## src/design/tpd_pkg.sv

```systemverilog
package tpd_pkg;

  // Widths of the preamble window, the position count and the result fields.
  localparam int unsigned MAX_PREAMBLE_BITS = 64;
  localparam int unsigned POSITION_BITS     = 16;
  localparam int unsigned LEN_W             = 7;
  localparam int unsigned POS_W             = POSITION_BITS + 1;
  localparam int unsigned START_W           = 16;
  localparam int unsigned DATA_W            = 64;
  localparam int unsigned ADDR_W            = 5;

  // The agreeing bits are summed in groups before the final total.
  localparam int unsigned GROUP_SIZE = 8;
  localparam int unsigned NUM_GROUPS = MAX_PREAMBLE_BITS / GROUP_SIZE;
  localparam int unsigned GROUP_W    = $clog2(GROUP_SIZE + 1);
  localparam int unsigned COUNT_W    = $clog2(MAX_PREAMBLE_BITS + 1);

  // Register indexes on the configuration port.
  typedef enum logic [1:0] {
    REG_PATTERN = 2'd0,
    REG_LENGTH  = 2'd1,
    REG_MIN     = 2'd2
  } reg_idx_e;

  typedef struct packed {
    logic data_bit;
    logic end_of_block;
  } in_word_t;

  typedef struct packed {
    logic               found;
    logic               not_found;
    logic [START_W-1:0] start_index;
  } out_word_t;

  // Per-word side information that travels with the agree vector.
  typedef struct packed {
    logic               last;
    logic               eligible;
    logic [LEN_W-1:0]   need;
    logic [START_W-1:0] start;
  } side_t;

endpackage

```

## src/design/tpd_cell.sv

```systemverilog
module tpd_cell (
  input  logic clk_i,
  input  logic rst_ni,
  input  logic shift_i,
  input  logic load_i,
  input  logic clear_i,
  input  logic prev_i,
  input  logic ref_i,
  input  logic care_i,
  output logic bit_o,
  output logic agree_o
);

  logic hist_q, hist_d;
  logic agree_q, agree_d;

  // The bit entering this cell is compared with its aligned pattern bit.
  assign agree_d = care_i & ~(prev_i ^ ref_i);
  assign hist_d  = clear_i ? 1'b0 : prev_i;

  // History bit: takes the neighbor's bit (cell zero: the input bit) on each accepted word, or zero at a block's end.
  always_ff @(posedge clk_i or negedge rst_ni) begin
    if (!rst_ni) begin
      hist_q <= 1'b0;
    end else if (shift_i) begin
      hist_q <= hist_d;
    end
  end

  // Compare result for the word now in the first stage.
  always_ff @(posedge clk_i) begin
    if (load_i) begin
      agree_q <= agree_d;
    end
  end

  assign bit_o   = hist_q;
  assign agree_o = agree_q;

endmodule

```

## src/design/tpd_count.sv

```systemverilog
module tpd_count (
  input  logic                                  clk_i,
  input  logic                                  rst_ni,
  input  logic                                  en_i,
  input  logic                                  valid_i,
  input  logic [tpd_pkg::MAX_PREAMBLE_BITS-1:0] agree_i,
  input  tpd_pkg::side_t                        side_i,
  output logic                                  valid_o,
  output tpd_pkg::out_word_t                    result_o
);
  import tpd_pkg::*;

  logic                 valid_q;
  side_t                side_q;
  logic [GROUP_W-1:0]   sums_q [NUM_GROUPS];
  logic [GROUP_W-1:0]   sums_d [NUM_GROUPS];
  logic [COUNT_W-1:0]   total;
  logic                 seen_q, seen_d;
  logic                 found;
  logic                 not_found;

  // Group sums of the agree vector.
  always_comb begin
    for (int g = 0; g < NUM_GROUPS; g++) begin
      sums_d[g] = '0;
      for (int b = 0; b < GROUP_SIZE; b++) begin
        sums_d[g] = sums_d[g] + GROUP_W'(agree_i[g*GROUP_SIZE + b]);
      end
    end
  end

  always_ff @(posedge clk_i or negedge rst_ni) begin
    if (!rst_ni) begin
      valid_q <= 1'b0;
    end else if (en_i) begin
      valid_q <= valid_i;
    end
  end

  always_ff @(posedge clk_i) begin
    if (en_i) begin
      side_q <= side_i;
      for (int g = 0; g < NUM_GROUPS; g++) begin
        sums_q[g] <= sums_d[g];
      end
    end
  end

  // Final total and the threshold decision.
  always_comb begin
    total = '0;
    for (int g = 0; g < NUM_GROUPS; g++) begin
      total = total + COUNT_W'(sums_q[g]);
    end
  end

  assign found     = valid_q & ~seen_q & side_q.eligible & (total >= side_q.need);
  assign not_found = valid_q & side_q.last & ~seen_q & ~found;
  assign seen_d    = side_q.last ? 1'b0 : (seen_q | found);

  // The match flag is kept in word order at the last stage.
  always_ff @(posedge clk_i or negedge rst_ni) begin
    if (!rst_ni) begin
      seen_q <= 1'b0;
    end else if (en_i && valid_q) begin
      seen_q <= seen_d;
    end
  end

  assign valid_o               = valid_q;
  assign result_o.found        = found;
  assign result_o.not_found    = not_found;
  assign result_o.start_index  = found ? side_q.start : '0;

endmodule

```

## src/design/tolerant_preamble_detector.sv

```systemverilog
// Channel   Direction  Signals
// in        input      in_valid_i, in_ready_o, in_data_i (data_bit, end_of_block)
// out       output     out_valid_o, out_ready_i, out_data_o (found, not_found, start_index)
// config    APB        psel_i, penable_i, pwrite_i, paddr_i, pwdata_i, prdata_o, pready_o
//
// One word is accepted per cycle while the output register is empty or taken; each result
// word passes through the cell compare stage, the group sum stage and the output register.
// The whole pipeline advances together whenever the output register is empty or taken.
// Reset clears the history cells, the position count, the match flag and all valid bits.
// Registers sit at byte addresses 0, 8 and 16 and read back their value.
module tolerant_preamble_detector (
  input  logic                            clk_i,
  input  logic                            rst_ni,
  input  logic                            in_valid_i,
  output logic                            in_ready_o,
  input  tpd_pkg::in_word_t               in_data_i,
  output logic                            out_valid_o,
  input  logic                            out_ready_i,
  output tpd_pkg::out_word_t              out_data_o,
  input  logic                            psel_i,
  input  logic                            penable_i,
  input  logic                            pwrite_i,
  input  logic [tpd_pkg::ADDR_W-1:0]      paddr_i,
  input  logic [tpd_pkg::DATA_W-1:0]      pwdata_i,
  output logic [tpd_pkg::DATA_W-1:0]      prdata_o,
  output logic                            pready_o
);
  import tpd_pkg::*;

  logic [MAX_PREAMBLE_BITS-1:0] pattern_q;
  logic [LEN_W-1:0]             length_q;
  logic [LEN_W-1:0]             min_q;
  reg_idx_e                     reg_idx;
  logic                         cfg_write;

  logic                         en;
  logic                         accept;
  logic [POS_W-1:0]             pos_q, pos_d, pos_new;
  logic [LEN_W-1:0]             len_eff;
  logic [LEN_W-1:0]             need_eff;
  logic [MAX_PREAMBLE_BITS-1:0] reversed;
  logic [MAX_PREAMBLE_BITS-1:0] aligned;
  logic [MAX_PREAMBLE_BITS-1:0] care;
  logic [MAX_PREAMBLE_BITS-1:0] hist;
  logic [MAX_PREAMBLE_BITS-1:0] prev;
  logic [MAX_PREAMBLE_BITS-1:0] agree;
  logic [POS_W-1:0]             start_full;

  logic                         valid_a_q;
  side_t                        side_a_q, side_a_d;
  logic                         valid_b;
  out_word_t                    result_b;
  logic                         out_valid_q;
  out_word_t                    out_q;

  // Configuration port decode and registers.
  assign reg_idx   = reg_idx_e'(paddr_i[ADDR_W-1:3]);
  assign cfg_write = psel_i & penable_i & pwrite_i;
  assign pready_o  = 1'b1;

  always_ff @(posedge clk_i or negedge rst_ni) begin
    if (!rst_ni) begin
      pattern_q <= MAX_PREAMBLE_BITS'(60);
      length_q  <= LEN_W'(8);
      min_q     <= '0;
    end else if (cfg_write) begin
      unique case (reg_idx)
        REG_PATTERN: pattern_q <= pwdata_i[MAX_PREAMBLE_BITS-1:0];
        REG_LENGTH:  length_q  <= pwdata_i[LEN_W-1:0];
        REG_MIN:     min_q     <= pwdata_i[LEN_W-1:0];
        default: ;
      endcase
    end
  end

  always_comb begin
    unique case (reg_idx)
      REG_PATTERN: prdata_o = DATA_W'(pattern_q);
      REG_LENGTH:  prdata_o = DATA_W'(length_q);
      REG_MIN:     prdata_o = DATA_W'(min_q);
      default:     prdata_o = '0;
    endcase
  end

  // Effective length and threshold.
  assign len_eff  = (length_q > LEN_W'(MAX_PREAMBLE_BITS)) ? LEN_W'(MAX_PREAMBLE_BITS)
                                                           : length_q;
  assign need_eff = (min_q == '0 || min_q > len_eff) ? len_eff : min_q;

  // Pattern aligned to the history: cell k sees pattern bit (length - 1 - k).
  always_comb begin
    for (int k = 0; k < MAX_PREAMBLE_BITS; k++) begin
      reversed[k] = pattern_q[MAX_PREAMBLE_BITS-1-k];
    end
  end
  assign aligned = reversed >> (LEN_W'(MAX_PREAMBLE_BITS) - len_eff);
  assign care    = ~({MAX_PREAMBLE_BITS{1'b1}} << len_eff);

  // Pipeline enable and input handshake.
  assign en         = ~out_valid_q | out_ready_i;
  assign in_ready_o = en;
  assign accept     = in_valid_i & en;

  // Row of history cells; the newest bit enters cell zero.
  assign prev = {hist[MAX_PREAMBLE_BITS-2:0], in_data_i.data_bit};

  for (genvar k = 0; k < MAX_PREAMBLE_BITS; k++) begin : g_cell
    tpd_cell u_cell (
      .clk_i   (clk_i),
      .rst_ni  (rst_ni),
      .shift_i (accept),
      .load_i  (en),
      .clear_i (in_data_i.end_of_block),
      .prev_i  (prev[k]),
      .ref_i   (aligned[k]),
      .care_i  (care[k]),
      .bit_o   (hist[k]),
      .agree_o (agree[k])
    );
  end

  // Saturating position count within the block.
  assign pos_new = (pos_q[POS_W-1] == 1'b0) ? pos_q + POS_W'(1) : pos_q;
  assign pos_d   = in_data_i.end_of_block ? '0 : pos_new;

  always_ff @(posedge clk_i or negedge rst_ni) begin
    if (!rst_ni) begin
      pos_q <= '0;
    end else if (accept) begin
      pos_q <= pos_d;
    end
  end

  // Side information for the word in the compare stage.
  assign start_full        = pos_new - POS_W'(len_eff);
  assign side_a_d.last     = in_data_i.end_of_block;
  assign side_a_d.eligible = (len_eff != '0) && (pos_new >= POS_W'(len_eff));
  assign side_a_d.need     = need_eff;
  assign side_a_d.start    = start_full[START_W-1:0];

  always_ff @(posedge clk_i or negedge rst_ni) begin
    if (!rst_ni) begin
      valid_a_q <= 1'b0;
    end else if (en) begin
      valid_a_q <= in_valid_i;
    end
  end

  always_ff @(posedge clk_i) begin
    if (en) begin
      side_a_q <= side_a_d;
    end
  end

  // Count of agreeing bits and the report decision.
  tpd_count u_count (
    .clk_i    (clk_i),
    .rst_ni   (rst_ni),
    .en_i     (en),
    .valid_i  (valid_a_q),
    .agree_i  (agree),
    .side_i   (side_a_q),
    .valid_o  (valid_b),
    .result_o (result_b)
  );

  // Output register.
  always_ff @(posedge clk_i or negedge rst_ni) begin
    if (!rst_ni) begin
      out_valid_q <= 1'b0;
    end else if (en) begin
      out_valid_q <= valid_b;
    end
  end

  always_ff @(posedge clk_i) begin
    if (en) begin
      out_q <= result_b;
    end
  end

  assign out_valid_o = out_valid_q;
  assign out_data_o  = out_q;

endmodule
```

## config.mk

```make
export PLATFORM = sky130hd
export DESIGN_NAME = tolerant_preamble_detector
export DESIGN_NICKNAME = d
export VERILOG_FILES = /design/src/design/tpd_pkg.sv /design/src/design/tpd_cell.sv /design/src/design/tpd_count.sv /design/src/design/tolerant_preamble_detector.sv
export SDC_FILE = /design/constraint.sdc
export NUM_CORES = 1
export LEC_CHECK = 0
export ABC_CLOCK_PERIOD_IN_PS = 7400
export BUFFER_PORTS_ARGS = -buffer_cell sky130_fd_sc_hd__buf_2
export CAP_MARGIN = 20
export CELL_PAD_IN_SITES_DETAIL_PLACEMENT = 1
export CELL_PAD_IN_SITES_GLOBAL_PLACEMENT = 2
export CORE_MARGIN = 10
export CORE_UTILIZATION = 37
export CTS_CLUSTER_SIZE = 12
export DETAILED_ROUTE_END_ITERATION = 8
export PLACE_DENSITY = 0.75
export SLEW_MARGIN = 20
export SYNTH_ARGS = -nofsm -noshare
export SYNTH_HDL_FRONTEND = slang
export SYNTH_SLANG_ARGS = --single-unit
```

## constraint.sdc

```tcl
create_clock -name clk_i -period 7.4 [get_ports clk_i]
set_clock_uncertainty 0.1 [all_clocks]
set_input_delay 1.11 -clock clk_i [delete_from_list [all_inputs] [get_ports clk_i]]
set_output_delay 1.11 -clock clk_i [all_outputs]
set_load 0.005 [all_outputs]
```

# Word level (Yosys, flattened, before mapping)
# Memory sizes are Yosys's and may differ from the RTL's.
# Index checks and enable logic that the tools add are counted.
# totals
output_inout_bits	85
ramBits	32
mem_count	1
elab_cells	508
reg_bits	294
latchBits	0
romBits	0
inputBits	78
# classes
magnitude_cmp	4
div	0
eq_ne	2
multipliers	0
n_shift	2
reduce_logical	9
bitwise	207
mux	71
add_sub_neg	66
# memory_table
memory	words	word_bits	rd	rd_ports_with_merged_regs	wr	line	text
u_count.sums_q	8	4	8	0	8	tpd_count.sv:15	logic [GROUP_W-1:0] sums_q [NUM_GROUPS];
# ops
op	count
4-bit by 1-bit adder with 4-bit output	48
64-bit one-hot mux with 3 select lines	1
1-bit AND	73
1-bit inverter	67
1-bit 2-to-1 mux	66
64-bit inverter	1
64-bit by 7-bit left shift with 64-bit output, first input constant	1
64-bit by 7-bit right shift with 64-bit output	1
1-bit XOR	64
7-bit by 4-bit adder with 7-bit output	6
17-bit 2-to-1 mux	2
17-bit by 1-bit adder with 17-bit output, second input constant	1
17-bit by 7-bit greater-or-equal comparator with 1-bit output	1
1-bit by 1-bit adder with 2-bit output	8
16-bit by 7-bit subtractor with 16-bit output	1
7-bit 2-to-1 mux	2
7-bit greater-or-equal comparator	1
7-bit greater-than comparator	1
7-bit greater-than comparator, second input constant	1
7-bit logical NOT	1
7-bit nonzero test	1
7-bit subtractor, first input constant	1
2-bit AND reduction	3
4-bit by 4-bit adder with 5-bit output	1
6 further kinds	8

# Logic depth before layout (Yosys ltp)
# Gate-level depths: netlist of the first run.
# An unclocked memory read counts as a cell.
# logic_depth
depth_word	12
mapped_depth	21
ltp_nobuf	20

# By module
# A second synthesis of the first run with hierarchy kept.
# hier_totals
hier_cells	2055
hier_area_um2	21465.6
# by_module_without_submodules
module	seq_area_each_um2	area_each_um2	cells_per_inst	instances
tolerant_preamble_detector	3724.8	11643.7	1273	1
tpd_cell	55.1	86.3	7	64
tpd_count	1761.7	4296.6	334	1

# Least setup slack after synthesis of the first run
# OpenSTA, ideal clock, no wires.
# synth_timing
kind	in2reg
from	input port out_ready_i
to	register pos_q[1]
required_time_ps	7160
n_path_buf	4
arrival_ps	7333
setup_time_ps	140
slack_ps	-173
stages	8
cell_sequence	nand2b_1 clkbuf_1 nand2_1 clkbuf_1 clkbuf_1 clkbuf_1 nand2_1 o21ai_0
# synth_via
elab_chain_len	2
# synth_rtl
element	line	text
start, declared	tolerant_preamble_detector.sv:18	input logic out_ready_i,
1-bit OR	tolerant_preamble_detector.sv:100	assign en = ~out_valid_q | out_ready_i;
via in_ready_o	tolerant_preamble_detector.sv:15	output logic in_ready_o,
1-bit AND	tolerant_preamble_detector.sv:102	assign accept = in_valid_i & en;
end signal, assigned	tolerant_preamble_detector.sv:130	pos_q <= pos_d;
end, declared	tolerant_preamble_detector.sv:38	logic [POS_W-1:0] pos_q, pos_d, pos_new;
# The timed path passes the listed nets, and every way through them passes these cells.
# A chain may end at the register's enable or synchronous reset.

==> metrics.md, run 1 <==
| Metric | Value |
|---|---|
| Largest net degree at the start of global routing | 139 |
| CTS clock-pin slew for the worst setup and hold paths | 0.06 ns |
| Hold Crit Depth | 0 |
| Fin crit share | between 80% and 90% |
| GRT Util Overall | 20.5% |
| Grt total ovfl | 0 |
| Vias in the first global route | 17000 |
| Port Buffers | approximately 160 |
| Placed inst area | 23000 um2 |
| WL met1 | 32500 um |
| CP delay by family, top | adder cells |
| Hold buffer count at cts | 0 |
| Max_cap viols | 0 |
| Final setup violation count | 0 |
| Wire per inst | around 24 um |
| Most numerous cell on the critical path | fa_1 |
| Worst path cell trace | ha_1, inv_1, fa_1, xnor2_1, fa_1, inv_1, fa_1, fa_1, fa_1, inv_1, ha_1, a21o_1, a21oi_1, o21bai_1, a21oi_1, xnor2_1, ha_1, o21a_1, o311a_1, and2_1 |
| Via count | roughly 16000 |
| I/O pin count | around 160 |
| Core area | about 58000 um2 |
| Yosys Warn Count | 0 |
| Crit end category | flip-flop |
| Post-route DRC | 0 |
| Ys async rst share | about half |
| Slew Limit Fails | 0 |
| TritonCTS Buffers | 38 |
| Slew margin rel. | between 20% and 30% |
| Sequential element share of the synthesized area | between 40% and 50% |
| Worst setup SP type | flip-flop |
| Syn Nets | roughly 2200 |
| Hold/Removal Path Class | flip-flop to flip-flop |
| Layout cells sized above 1 | roughly a fifth |
| Setup_tns | 0 ns |
| Final Hold Fails | 0 |
| Main area contributors after synthesis | edfxtp_1 (23%), dfrtp_1 (18%), mux2_2 (6.4%) |
| Average cell area after synthesis | around 11 um2 |
| Rows | around 90 |
| Postcts setup bufs | 0 |
| Routed wire length | 70100 um |
| Max Fclk | between 150 and 200 MHz |
| CP Depth | 20 |
| Most used DFF post-synth | edfxtp_1 |
| CTS tree | done |
| Number of antenna violations at the first check in global routing | 0 |
| FF-to-FF path depth | 20 |
| Post-synth EDFFs | 164 |
| Critical path arrival | around 6.3 ns |
| Clk root buf | clkbuf_16 |
| Final GP Congestion | 0.887 |
| Drt pass-1 iters | 5 |
| CTS sink cnt | approximately 330 |
| Tmin final | 5.98 ns |
| Synth unique cells | between 70 and 80 |
| Clock Path Buffers | 3 |
| Global-route wire length before repair | roughly 110000 um |
| Iter 0 DRT Violations | between 1000 and 1500 |
| Smallest hold slack | between 0.3 and 0.4 ns |
| Critical path class | flip-flop to flip-flop |
| Yosys reg bits | ~330 |
| Cts repair resizes | 0 |
| DP Wirelength | approximately 53000 um |
| Cell taking the most area after synthesis | edfxtp_1 |
| Metal2 WL | 32600 um |
| Crit-path slowest cell | o311a_1 |
| Synth Instances | 2022 |
| Area of the die | a little under 70000 um2 |
| Max Used Layer | met4 |
| Antenna-violating nets left | 0 |
| Antenna Cells | 0 |
| Top cell type's share of synthesized area | a little under a quarter |
| Die H | around 260 um |
| Starting density of the core | a little under two fifths |
| Vias per cell | 5.52 |
| Clk_lat worst skew | 0.58 ns |
| Outcome | finished clean |
| Tightest Pin Transition | 1.11 ns |
| H-Tree Depth | 2 |
| Final Worst Setup Slack | ~1.4 ns |
| WP buf/inv | 3 |
| Crit Path Max Fanout | 17 |
| CP max stage delay | between 0.6 and 0.7 ns |
| Final Instance Area | 24300 um2 |
| Syn Std Cell Area | about 22000 um2 |
| Metal3 WL | ~3200 um |
| Die X | about 260 um |
| Worst path required time | ~7.7 ns |
| Worst slack at placement | around 1.4 ns |
| RSZ-0062 raised after global routing | no |
| Layout area overhead | 12.8% |
| Final net count | ~2300 |
stage by stage:
step                std cells  utilization (%)
floorplan                2022                -
global placement         2857             39.9
CTS                      2926             42.1
global route             2926             42.1
finish                   2926             42.1
detailed placement       2857             39.9
logic make-up (layout without fill, tap and decap cells):
kind of cell / Yosys count / after routing / share of synthesized area [%]
and+or+nand+nor: 569 / 569 / 13.2
AOI/OAI and AO/OA: 375 / 375 / 11.0
DFF: 326 / 326 / 41.7
buffers and inverters: 279 / 418 / 5.31
muxes: 277 / 277 / 17.0
adders and majority gates: 117 / 117 / 8.61
xor gates and xnor gates: 78 / 78 / 3.17
other: 1 / 1 / 0.0174
layer usage:
layer  up-vias  global-route usage [%]
met5         -                       0
met4         0                    5.92
met3        98                    3.21
met2       382                    32.3
met1      8244                    28.8
li1       7436                       -
worst paths after layout:
| check | start | end | slack [ns] |
|---|---|---|---|
| max | u_count.sums_q[0][0]$_DFFE_PN_ | out_data_o[14]$_SDFFCE_PN0N_ | 1.42 |
| min | side_a_q[2]$_DFFE_PN_ | u_count.side_q[2]$_DFFE_PN_ | 0.32 |
| max reg2reg | u_count.sums_q[0][0]$_DFFE_PN_ | out_data_o[14]$_SDFFCE_PN0N_ | 1.42 |
| min reg2reg | side_a_q[2]$_DFFE_PN_ | u_count.side_q[2]$_DFFE_PN_ | 0.32 |
| max in group asynchronous | rst_ni | g_cell[21].u_cell.bit_o$_DFFE_PN0P_ | 5.32 |
| min in group asynchronous | rst_ni | min_q[2]$_DFFE_PN0P_ | 0.42 |
layout by cell type, fill, tap and decap left out, drive strengths merged, types with 14 or more instances in the layout:
cell / netlist / layout
buf: 43 / 191
nand2: 167 / 167
edfxtp: 164 / 164
dfrtp: 157 / 157
inv: 157 / 157
o21ai: 127 / 127
mux2: 124 / 124
nor2: 105 / 105
mux2i: 95 / 95
a21oi: 89 / 89
and2: 79 / 79
nand2b: 70 / 70
ha: 65 / 65
mux4: 58 / 58
clkbuf: 78 / 53
fa: 52 / 52
xnor2: 48 / 48
nand3: 31 / 31
nor3: 31 / 31
xor2: 30 / 30
nor2b: 21 / 21
or3: 17 / 17
o31ai: 15 / 15
a31oi: 14 / 14
state kept, by name, summed over array words and instances (netlist names):
name,flops
u_count.valid_o,1
min_q,7
u_count.side_q,25
pattern_q,64
out_valid_o,1
side_a_q,25
g_cell.u_cell.bit_o,63
g_cell.u_cell.agree_o,64
valid_a_q,1
pos_q,17
u_count.sums_q,32
out_data_o,18
u_count.seen_q,1
length_q,7
area by class of cell:
type                       count  area, um2
multi-input combinational   1417      11500
tap                          765        957
clock buffer                  53       1030
clock inverter                16        201
inverter                     158        593
fill                        6434      33400
timing repair buffer         191       1060
sequential                   326       8980
synth_stat cells (5+ instances only):
master,instances
a211oi_1,11
a21o_1,6
a21oi_1,89
a22o_1,8
a22oi_1,5
a31oi_1,14
and2_1,79
and3_1,5
buf_1,10
buf_2,22
buf_6,7
clkbuf_1,78
dfrtp_1,157
dfstp_2,5
edfxtp_1,164
fa_1,52
ha_1,65
inv_1,154
mux2_2,123
mux2i_1,95
mux4_2,58
nand2_1,167
nand2b_1,70
nand3_1,31
nand4_1,13
nor2_1,104
nor2b_1,21
nor3_1,31
nor3b_1,6
nor4_1,9
o211ai_1,9
o21a_1,12
o21ai_0,127
o221ai_1,12
o22ai_1,10
o31ai_1,15
or3_1,17
xnor2_1,48
xor2_1,30
Power of run 1 is left out: the tool's default activity adds up to more than one toggle a clock period on the data nets, which glitch-free logic cannot reach.
==> run 2: changes to the inputs <==
--- a/config.mk
+++ b/config.mk
@@ -5,7 +5,7 @@
 export SDC_FILE = /design/constraint.sdc
 export NUM_CORES = 1
 export LEC_CHECK = 0
-export ABC_CLOCK_PERIOD_IN_PS = 7400
+export ABC_CLOCK_PERIOD_IN_PS = 5000
 export BUFFER_PORTS_ARGS = -buffer_cell sky130_fd_sc_hd__buf_2
 export CAP_MARGIN = 20
 export CELL_PAD_IN_SITES_DETAIL_PLACEMENT = 1
==> constraint.sdc (replaced) <==
create_clock -name clk_i -period 5 [get_ports clk_i]
set_clock_uncertainty 0.1 [all_clocks]
set_input_delay 0.75 -clock clk_i [delete_from_list [all_inputs] [get_ports clk_i]]
set_output_delay 0.75 -clock clk_i [all_outputs]
set_load 0.005 [all_outputs]
==> run 2 against run 1 <==
Compared with the run above:
- critical path type unchanged
- sequential cell count is the same
- critical path depth increased by 1
- the flow now finishes with violations (negative setup slack)
- first-iteration DRC count up 21%
- worst hold slack got worse by 0.17 ns
- via count is 1.1% higher
- utilization increased by 1.0 points
- largest cell class unchanged
==> metrics.md, run 2 (synthesis results as in run 1) <==
| Metric | Value |
|---|---|
| Wire per inst | 24.3 um (+1.2%) |
| Max Fclk | 182 MHz (+8.8%) |
| Worst path required time | 5.23 ns (-2.51 ns) |
| Hold/Removal Path Class | primary input to asynchronous set/reset pin |
| Worst path cell trace | ha_2, inv_2, fa_2, xnor2_2, fa_1, inv_1, fa_1, fa_1, fa_1, inv_1, ha_1, a21o_1, a21oi_2, o21bai_1, a21oi_2, xnor2_1, ha_1, o21a_1, o311a_4, buf_12, and2_1 |
| CTS clock-pin slew for the worst setup and hold paths | 0.06 ns (about the same) |
| Slew margin rel. | 32.3% (+7.0 points) |
| Outcome | complete, but fails checks |
| Vias per cell | 5.50 (-0.43%) |
| Failing checks | negative setup slack |
| Max_cap viols | 0 (unchanged) |
| Port Buffers | 158 (unchanged) |
| Worst setup SP type | flip-flop |
| Critical path arrival | 5.72 ns (-0.60 ns) |
| Slew Limit Fails | 0 (unchanged) |
| Area of the die | 68200 um2 (unchanged) |
| Final Hold Fails | 0 (unchanged) |
| Tmin final | 5.49 ns (-0.484 ns) |
| Iter 0 DRT Violations | 1247 (+21%) |
| Most numerous cell on the critical path | fa_1 |
| CTS tree | done |
| I/O pin count | 163 (unchanged) |
| CP max stage delay | 0.54 ns (-0.07 ns) |
| CTS sink cnt | 326 (unchanged) |
| Vias in the first global route | 17700 (+3.8%) |
| Largest net degree at the start of global routing | 137 (-1.4%) |
| Reg-to-reg startpoint | u_count.sums_q[0][4]$_DFFE_PN_ |
| H-Tree Depth | 2 (unchanged) |
| Die H | 261 um (unchanged) |
| Final setup violation count | 19 (+19) |
| Drt pass-1 iters | 5 (unchanged) |
| Tightest Pin Transition | 1.00 ns (-0.105 ns) |
| Number of antenna violations at the first check in global routing | 1 (+1) |
| Commonest non-fill, non-tap cell in the layout | nand2_1 |
| R2R Setup Slk | -0.49 ns (-1.92 ns) |
| Routed wire length | 72100 um (+2.8%) |
| Rows | 88 (unchanged) |
| Crit end category | flip-flop |
| Via count | 16300 (+1.1%) |
| RSZ-0062 raised after global routing | yes |
| Layout area overhead | 15.5% |
| Core Util, Final | 43.1% (+1.0 points) |
| Crit Path Max Fanout | 10 (-7) |
| Antenna-violating nets left | 0 (unchanged) |
| Final GP Congestion | 0.934 (+5.3%) |
| Layout cells sized above 1 | 24.2% (+3.0 points) |
| Commonest cells after routing, fill and taps aside | nand2_1 (166), edfxtp_1 (164), dfrtp_1 (157), buf_2 (157), inv_1 (153) |
| GRT Util Overall | 21.1% (+0.62 points) |
| Global-route wire length before repair | 111000 um (+3.3%) |
| Grt total ovfl | 0 (unchanged) |
| Clk_lat worst skew | 0.57 ns (about the same) |
| Starting density of the core | 37.3% (unchanged) |
| FF-to-FF path depth | 21 (+5.0%) |
| Final Worst Setup Slack | -0.495 ns (-1.92 ns) |
| Die X | 261 um (unchanged) |
| Clock Path Buffers | 3 (unchanged) |
| Crit-path slowest cell | fa_1 |
| Fin crit share | 110% (+29 points) |
| DP Wirelength | 55100 um (+4.7%) |
| Worst r2r dst | out_data_o[13]$_SDFFCE_PN0N_ |
| Post-route DRC | 0 (unchanged) |
| Final net count | 2369 (+1.8%) |
| Clk root buf | clkbuf_16 |
| Critical path class | flip-flop to flip-flop |
| TritonCTS Buffers | 39 (+2.6%) |
| Core area | 57700 um2 (unchanged) |
-- run 2: changes by cell type in the layout (fill, tap and decap cells not counted), moves of 3 or more --
cell and change:
and2_4 +14, clkinv_1 -3, clkinv_2 +4, clkbuf_1 -5, buf_4 +34, clkbuf_8 +4, and2_1 -14, buf_12 +6
-- run 2: critical path: cells and delay by family, from the launching register on --
| kind | cells | cell delay [ns] |
|---|---|---|
| DFF | 1 | 0.34 |
| adders and majority gates | 8 | 3.06 |
| and+or+nand+nor | 1 | 0.15 |
| AOI/OAI and AO/OA | 6 | 1.00 |
| xor gates and xnor gates | 2 | 0.30 |
| buffers and inverters | 4 | 0.31 |
-- run 2: layer usage --
layer,GRT usage (%),up-vias,wire [um]
li1,-,7507,-
met1,29.4,8359,33400
met2,33.7,378,33400
met3,3.03,94,3150
met4,6.33,0,2120
met5,0,-,0
-- run 2: worst max path at each step --
stage	startpoint	depth (start not counted)	end	slack [ns]
floorplan	u_count.sums_q[0][0]$_DFFE_PN_	21	out_data_o[0]$_SDFFCE_PN0N_	-0.20
global placement	u_count.sums_q[0][0]$_DFFE_PN_	21	out_data_o[2]$_SDFFCE_PN0N_	-0.50
detailed placement	u_count.sums_q[0][4]$_DFFE_PN_	21	out_data_o[0]$_SDFFCE_PN0N_	-0.61
CTS	u_count.sums_q[0][4]$_DFFE_PN_	21	out_data_o[15]$_SDFFCE_PN0N_	-0.55
global route	u_count.sums_q[0][4]$_DFFE_PN_	21	out_data_o[0]$_SDFFCE_PN0N_	-0.73
finish	u_count.sums_q[0][4]$_DFFE_PN_	21	out_data_o[13]$_SDFFCE_PN0N_	-0.49
-- run 2: timing repair --
action | 4_1_cts | 5_1_grt
pin swaps | 9 | 1
hold buffers | 0 | 0
gates resized for setup | 19 | 5
cloned | 1 | 0
endpoints found under the setup margin | 19 | 19
buffers inserted | 4 | 0
-- run 2: final cells by class --
| cell class | count | area, um2 |
|---|---|---|
| multi-input cells | 1417 | 11600 |
| flip-flops and latches | 326 | 8980 |
| fillers | 6398 | 32800 |
| inverters | 158 | 593 |
| repair buffers | 232 | 1460 |
| well taps | 765 | 957 |
| diodes | 1 | 2.50 |
| clock inverters | 19 | 233 |
| clock buffers | 53 | 1090 |
-- run 2: stage by stage --
| stage | TNS [ns] | hold slack (ns) | std cells | instance area, um2 | setup slack (ns) |
|---|---|---|---|---|---|
| 2_1_floorplan | -2.21 | 0.300 | 2022 | 21500 | -0.197 |
| 3_3_place_gp | -8.62 | 0.300 | 2893 | 23400 | -0.502 |
| 3_5_place_dp | -10.34 | 0.306 | 2893 | 23400 | -0.606 |
| 4_1_cts | -9.56 | 0.171 | 2970 | 24900 | -0.548 |
| 5_1_grt | -13.08 | 0.207 | 2970 | 24900 | -0.729 |
| 6_report | -8.58 | 0.144 | 2971 | 24900 | -0.495 |
Power of run 2 is left out for the same reason.
